### src/hdl/jhd_pkg.sv
// shared types and constants for the jpeg huffman table loader and decoder
// no dependencies
package jhd_pkg;

    localparam int CodeLengths = 16;
    localparam int Slots       = 8;
    localparam int Entries     = Slots * CodeLengths;
    localparam int SymDepth    = Slots * 256;
    localparam logic [15:0] MinSegLen = 16'd19;
    localparam logic [15:0] MinTableBytes = 16'd17;

    typedef enum logic [2:0] {
        PH_IDLE,
        PH_LEN_LO,
        PH_CLASS_ID,
        PH_COUNTS,
        PH_SYMBOLS
    } t_phase;

    typedef enum logic [1:0] {
        ST_SYMBOL   = 2'd0,
        ST_LOADED   = 2'd1,
        ST_BAD      = 2'd2,
        ST_NOTFOUND = 2'd3
    } t_status;

    // per length table entry
    typedef struct packed {
        logic [15:0] max_code;
        logic [15:0] min_code;
        logic [7:0]  offset;
    } t_entry;

    // table writes from the loader
    typedef struct packed {
        logic        tbl_we;
        logic [6:0]  tbl_addr;
        t_entry      tbl_data;
        logic        clr;
        logic [2:0]  clr_table;
        logic        sym_we;
        logic [10:0] sym_addr;
        logic [7:0]  sym_data;
    } t_load_wr;

    typedef struct packed {
        logic    valid;
        t_status status;
        logic [4:0] len;
    } t_result;

endpackage

### src/hdl/jhd_loader.sv
// segment parser: builds canonical min/max codes and symbol offsets
// depends on jhd_pkg
module jhd_loader #(
    parameter int TABLES_PER_CLASS  = 4,
    parameter int SYMBOLS_PER_TABLE = 256
) (
    input  logic              i_clk,
    input  logic              i_rst_n,
    input  logic              i_en,
    input  logic              i_seg_start,
    input  logic [7:0]        i_byte,
    input  logic [2:0]        i_tables_per_class,
    output jhd_pkg::t_load_wr o_wr,
    output jhd_pkg::t_result  o_res
);

    jhd_pkg::t_phase r_phase, n_phase;
    logic [15:0] r_left, n_left;
    logic [2:0]  r_table, n_table;
    logic [4:0]  r_idx, n_idx;
    logic [16:0] r_acc, n_acc;
    logic [8:0]  r_expected, n_expected;
    logic [8:0]  r_written, n_written;

    logic [2:0]  w_limit;
    logic [9:0]  w_total;
    logic [17:0] w_accb;
    logic [17:0] w_bound;
    logic [15:0] w_left_dec;
    logic [15:0] w_len;
    logic [8:0]  w_wr_inc;
    logic [8:0]  w_exp_new;
    logic [16:0] w_acc_new;

    always_ff @(posedge i_clk) begin
        if (!i_rst_n) begin
            r_phase    <= jhd_pkg::PH_IDLE;
            r_left     <= '0;
            r_table    <= '0;
            r_idx      <= '0;
            r_acc      <= '0;
            r_expected <= '0;
            r_written  <= '0;
        end else begin
            r_phase    <= n_phase;
            r_left     <= n_left;
            r_table    <= n_table;
            r_idx      <= n_idx;
            r_acc      <= n_acc;
            r_expected <= n_expected;
            r_written  <= n_written;
        end
    end

    always_comb begin
        n_phase    = r_phase;
        n_left     = r_left;
        n_table    = r_table;
        n_idx      = r_idx;
        n_acc      = r_acc;
        n_expected = r_expected;
        n_written  = r_written;
        o_wr       = '0;
        o_res      = '0;
        w_limit    = (i_tables_per_class > 3'(TABLES_PER_CLASS)) ?
                     3'(TABLES_PER_CLASS) : i_tables_per_class;
        w_total    = {1'b0, r_expected} + {2'b0, i_byte};
        w_accb     = {1'b0, r_acc} + {10'b0, i_byte};
        w_bound    = 18'd1 << ({1'b0, r_idx[3:0]} + 5'd1);
        w_left_dec = r_left - 16'd1;
        w_len      = {r_left[15:8], i_byte};
        w_wr_inc   = r_written + 9'd1;
        w_exp_new  = (i_byte != 8'd0) ? w_total[8:0] : r_expected;
        w_acc_new  = ((i_byte != 8'd0) ? w_accb[16:0] : r_acc) << 1;
        o_wr.tbl_addr = {r_table, r_idx[3:0]};
        o_wr.tbl_data.min_code = r_acc[15:0];
        o_wr.tbl_data.max_code = w_accb[15:0] - 16'd1;
        o_wr.tbl_data.offset   = r_expected[7:0];
        o_wr.clr_table = {i_byte[4], i_byte[1:0]};
        o_wr.sym_addr  = {r_table, r_written[7:0]};
        o_wr.sym_data  = i_byte;
        if (i_en) begin
            if (i_seg_start) begin
                n_left  = {i_byte, 8'd0};
                n_phase = jhd_pkg::PH_LEN_LO;
            end else begin
                unique case (r_phase)
                    jhd_pkg::PH_LEN_LO: begin
                        if (w_len < jhd_pkg::MinSegLen) begin
                            n_phase = jhd_pkg::PH_IDLE;
                            n_left  = '0;
                            o_res   = '{1'b1, jhd_pkg::ST_BAD, 5'd0};
                        end else begin
                            n_left  = w_len - 16'd2;
                            n_phase = jhd_pkg::PH_CLASS_ID;
                        end
                    end
                    jhd_pkg::PH_CLASS_ID: begin
                        if (r_left < jhd_pkg::MinTableBytes || i_byte[7:4] > 4'd1 ||
                            i_byte[3:0] >= {1'b0, w_limit}) begin
                            n_phase = jhd_pkg::PH_IDLE;
                            n_left  = '0;
                            o_res   = '{1'b1, jhd_pkg::ST_BAD, 5'd0};
                        end else begin
                            n_left     = w_left_dec;
                            n_table    = o_wr.clr_table;
                            o_wr.clr   = 1'b1;
                            n_idx      = '0;
                            n_acc      = '0;
                            n_expected = '0;
                            n_written  = '0;
                            n_phase    = jhd_pkg::PH_COUNTS;
                        end
                    end
                    jhd_pkg::PH_COUNTS: begin
                        n_left = w_left_dec;
                        if (i_byte != 8'd0 && (w_accb > w_bound ||
                            w_total > 10'(SYMBOLS_PER_TABLE))) begin
                            n_phase = jhd_pkg::PH_IDLE;
                            n_left  = '0;
                            o_res   = '{1'b1, jhd_pkg::ST_BAD, 5'd0};
                        end else begin
                            o_wr.tbl_we = (i_byte != 8'd0);
                            n_expected  = w_exp_new;
                            n_acc       = w_acc_new;
                            n_idx       = r_idx + 5'd1;
                            if (r_idx[3:0] == 4'(jhd_pkg::CodeLengths - 1)) begin
                                if ({7'd0, w_exp_new} > w_left_dec) begin
                                    n_phase = jhd_pkg::PH_IDLE;
                                    n_left  = '0;
                                    o_res   = '{1'b1, jhd_pkg::ST_BAD, 5'd0};
                                end else if (w_exp_new == 9'd0) begin
                                    if (w_left_dec == 16'd0) begin
                                        n_phase = jhd_pkg::PH_IDLE;
                                        o_res   = '{1'b1, jhd_pkg::ST_LOADED, 5'd0};
                                    end else begin
                                        n_phase = jhd_pkg::PH_CLASS_ID;
                                    end
                                end else begin
                                    n_phase = jhd_pkg::PH_SYMBOLS;
                                end
                            end
                        end
                    end
                    jhd_pkg::PH_SYMBOLS: begin
                        o_wr.sym_we = 1'b1;
                        n_written   = w_wr_inc;
                        n_left      = w_left_dec;
                        if (w_wr_inc >= r_expected) begin
                            if (w_left_dec == 16'd0) begin
                                n_phase = jhd_pkg::PH_IDLE;
                                o_res   = '{1'b1, jhd_pkg::ST_LOADED, 5'd0};
                            end else begin
                                n_phase = jhd_pkg::PH_CLASS_ID;
                            end
                        end
                    end
                    default: begin
                    end
                endcase
            end
        end
    end

endmodule

### config.mk
export PLATFORM = sky130hd
export DESIGN_NAME = jhd_loader
export DESIGN_NICKNAME = d
export VERILOG_FILES = /design/src/hdl/jhd_pkg.sv /design/src/hdl/jhd_loader.sv
export SDC_FILE = /design/constraint.sdc
export NUM_CORES = 1
export LEC_CHECK = 0
export BUFFER_PORTS_ARGS = -buffer_cell sky130_fd_sc_hd__buf_2
export CORE_UTILIZATION = 48
export CTS_BUF_LIST = sky130_fd_sc_hd__clkbuf_4
export CTS_CLUSTER_DIAMETER = 100
export DETAILED_ROUTE_END_ITERATION = 12
export PLACE_DENSITY = 0.69
export SLEW_MARGIN = 40
export SYNTH_ARGS = -nofsm -noshare
export SYNTH_HDL_FRONTEND = slang
export SYNTH_SLANG_ARGS = --single-unit
### constraint.sdc
create_clock -name i_clk -period 13.1 [get_ports i_clk]
set_input_delay 2.62 -clock i_clk [delete_from_list [all_inputs] [get_ports i_clk]]
set_output_delay 2.62 -clock i_clk [all_outputs]
set_load 0.02 [all_outputs]
==> results.cfg <==
[status]
status = finished clean

[placement]
gp_congestion = 0.938
pre_cts_slack_ns = 3.00
hpwl_um = 13400
io_buffer_count = 88
placed_cell_area_um2 = 6670
dpl.cell_count = 1048

[setup_path]
criticalPathCategory = primary input to output port
worstPathRequired_ns = 10.48
crit_end = o_res[7]
reg2reg_from = r_acc[1]
crit_fanout = 11
r2r_slack_ns = 7.82
cp-start-kind = primary input
end_kind = output port
timing.rr.end = r_left[14]
crit_arrival_ns = 7.59
worst-r2r-cell-count = 19
critPathLaunch = i_byte[1]

[yosys]
synthAdderAreaFrac_pct = 12.9
netlist_area_um2 = 6470
yosys_warnings = 0
syn_avg_cell_area_um2 = 7.54
synth_xor_area_share_pct = 8.25
synth_top_area_share_pct = 18.6
synth_top_family_by_area = simple AND/OR/NAND/NOR gates
synth_edf_count = 0
seq_area_frac_synth_pct = 18.6
yosysTopAreaCell = dfxtp_1
synth_compound_area_share_pct = 20.5
synth_seq_cells = 60
synth.area.mux_share_pct = 2.51
synth_flop_cell = dfxtp_1
synth_cells = 859
synth-simple-area-share_pct = 26.3
async_flop_share_pct = 0
ys_types = 84
synth_area_leaders = dfxtp_1, ha_1, buf_4

[layout]
final_area_um2 = 6810
utilization_pct = 51.6
layout_common_cells = buf_2, nand2_1, nor2_1
area_delta_synth_final_pct = 5.10
nNetsFinal = 963
stdcell_count = 1065
final_common_cell = buf_2
layout-drive-gt1-share_pct = 15.5

[timing]
fin_setup_tns_ns = 0
timing.final.ws_setup_ns = 2.89
slew_viol_final = 0
max_freq_ghz = 0.0979
hold_violations = 0
tightestPinTransition_ns = 0.772
fin_crit_sh_pct = 78.0
relSlewSlack_pct = 48.4
finalCriticalPeriod_ns = 10.21
rsz0062_at_grt = no
whs_ns = 0.504
setup_viol = 0
finClkSkew_ns = 0.0142

[clock_tree]
cts_htree_levels = 3
cts_sinks = 60
holdBufCountCts = 0
root_buffer = clkbuf_4
clock_latency_ns = 0.46
cts_tree = yes
cts_buffers = 9
post_cts_buffers = 0
cts_resized = 0
cts_buffer_depth = 2
clkTransAtPathRegs_ns = 0.11

[global_route]
grt_pass1_vias = 5516
track_usage_pct = 25.8
antenna_found_initial = 1
grt_pass1_wl_um = 28500
gr-total-overflow = 0
grt_max_degree = 53

[floorplanning]
die_x_um = 118
start_util_pct = 49.1
die_y_um = 118
ios = 95
dieArea_um2 = 14000
num_rows = 42
core_area_um2 = 13200

[drt]
drcViolationCount = 0
vias_per_cell = 5.81
drt_iter0_drc = 431
routed_wl_um = 17900
dr.pass1.iters = 5
wl_per_cell_um = 16.8
antenna_left = 0
vias = 6183

[power]
pwr-share-comb_pct = 25.4
switching_share_pct = 34.7
irDropWorstVdd_uv = 74.5
leakage_nw = 3.06
power_mw = 0.439
intPower_mw = 0.287
clock_power_share_pct = 31.3
seqPwrFrac_pct = 43.3
p_switching_mw = 0.152
powerDensity_nw_per_um2 = 64.5

[min_path]
hp-class = flip-flop to flip-flop

[job]
maxCapViolations = 0
critical path, cell delays in order:
cell and delay [ns]:
buf_2 0.20, ha_1 0.26, fa_1 0.42, a211oi_1 0.42
o211a_1 0.24, nor2_1 0.08, and3_1 0.23, and3_1 0.22
and3_1 0.19, ha_1 0.29, and4_1 0.26, nand4_1 0.13
or3b_1 0.36, mux2i_1 0.19, o31ai_1 0.10, a21boi_1 0.31
o21ai_4 0.17, and4_4 0.26, nor4_4 0.29, o21bai_1 0.15
buf_2 0.18
how the worst min path moves through the flow:
stage                   from            end  slack [ns]  depth (start not counted)
6_report       r_expected[8]  r_expected[8]        0.50                          2
5_1_grt            r_acc[16]      r_acc[16]        0.52                          2
4_1_cts        r_expected[8]  r_expected[8]        0.51                          2
3_5_place_dp   r_expected[8]  r_expected[8]        0.50                          2
3_3_place_gp   r_expected[8]  r_expected[8]        0.48                          2
2_1_floorplan      r_left[7]      r_left[7]        0.46                          2
cells by family after synthesis:
kind of cell	after synthesis
buf+inv	128
simple gates	328
compound gates	199
xor+xnor	61
fa+ha+maj	66
flops	60
other cells	1
mux	16
state kept, by name (all words and copies together), names as in the netlist:
signal,cells
r_acc,16
r_phase,3
r_table,3
r_written,9
r_expected,9
r_left,16
r_idx,4
power by group through the flow:
stage / sequential, mW / clock (mW) / combinational, mW
2_1_floorplan: 0.192 / 0 / 0.0861
3_5_place_dp: 0.194 / 0 / 0.110
6_report: 0.190 / 0.138 / 0.111
4_1_cts: 0.190 / 0.142 / 0.111
5_1_grt: 0.191 / 0.150 / 0.123
3_3_place_gp: 0.194 / 0 / 0.109
synthesized netlist by cell type, types with 10 or more instances:
cell type / count
xor2_1: 27
nand2_1: 80
a21oi_1: 38
nand2b_1: 14
nor2_1: 73
o31ai_1: 21
mux2i_1: 14
xnor2_1: 34
o21ai_0: 46
ha_1: 63
buf_4: 54
and3_1: 15
inv_1: 41
dfxtp_1: 60
nor3_1: 17
nor2b_1: 10
clkbuf_1: 21
nand3_1: 49
a21o_1: 13
area by class of cell:
cell class / count / area, µm²
Sequential cell: 60 / 1200
Antenna cell: 1 / 2.50
Clock buffer: 11 / 82.6
Fill cell: 1347 / 6380
Inverter: 42 / 158
Clock inverter: 5 / 52.6
Tap cell: 176 / 220
Multi-Input combinational cell: 676 / 4600
Timing Repair Buffer: 94 / 485
layer usage:
metal	vias up	routed length [µm]	GRT usage [%]
met4	0	263	7.13
li1	3073	-	-
met3	20	952	4.78
met5	-	0	0
met1	2907	8220	33.7
met2	183	8440	43.2
Power figures use the tool's default switching activity.
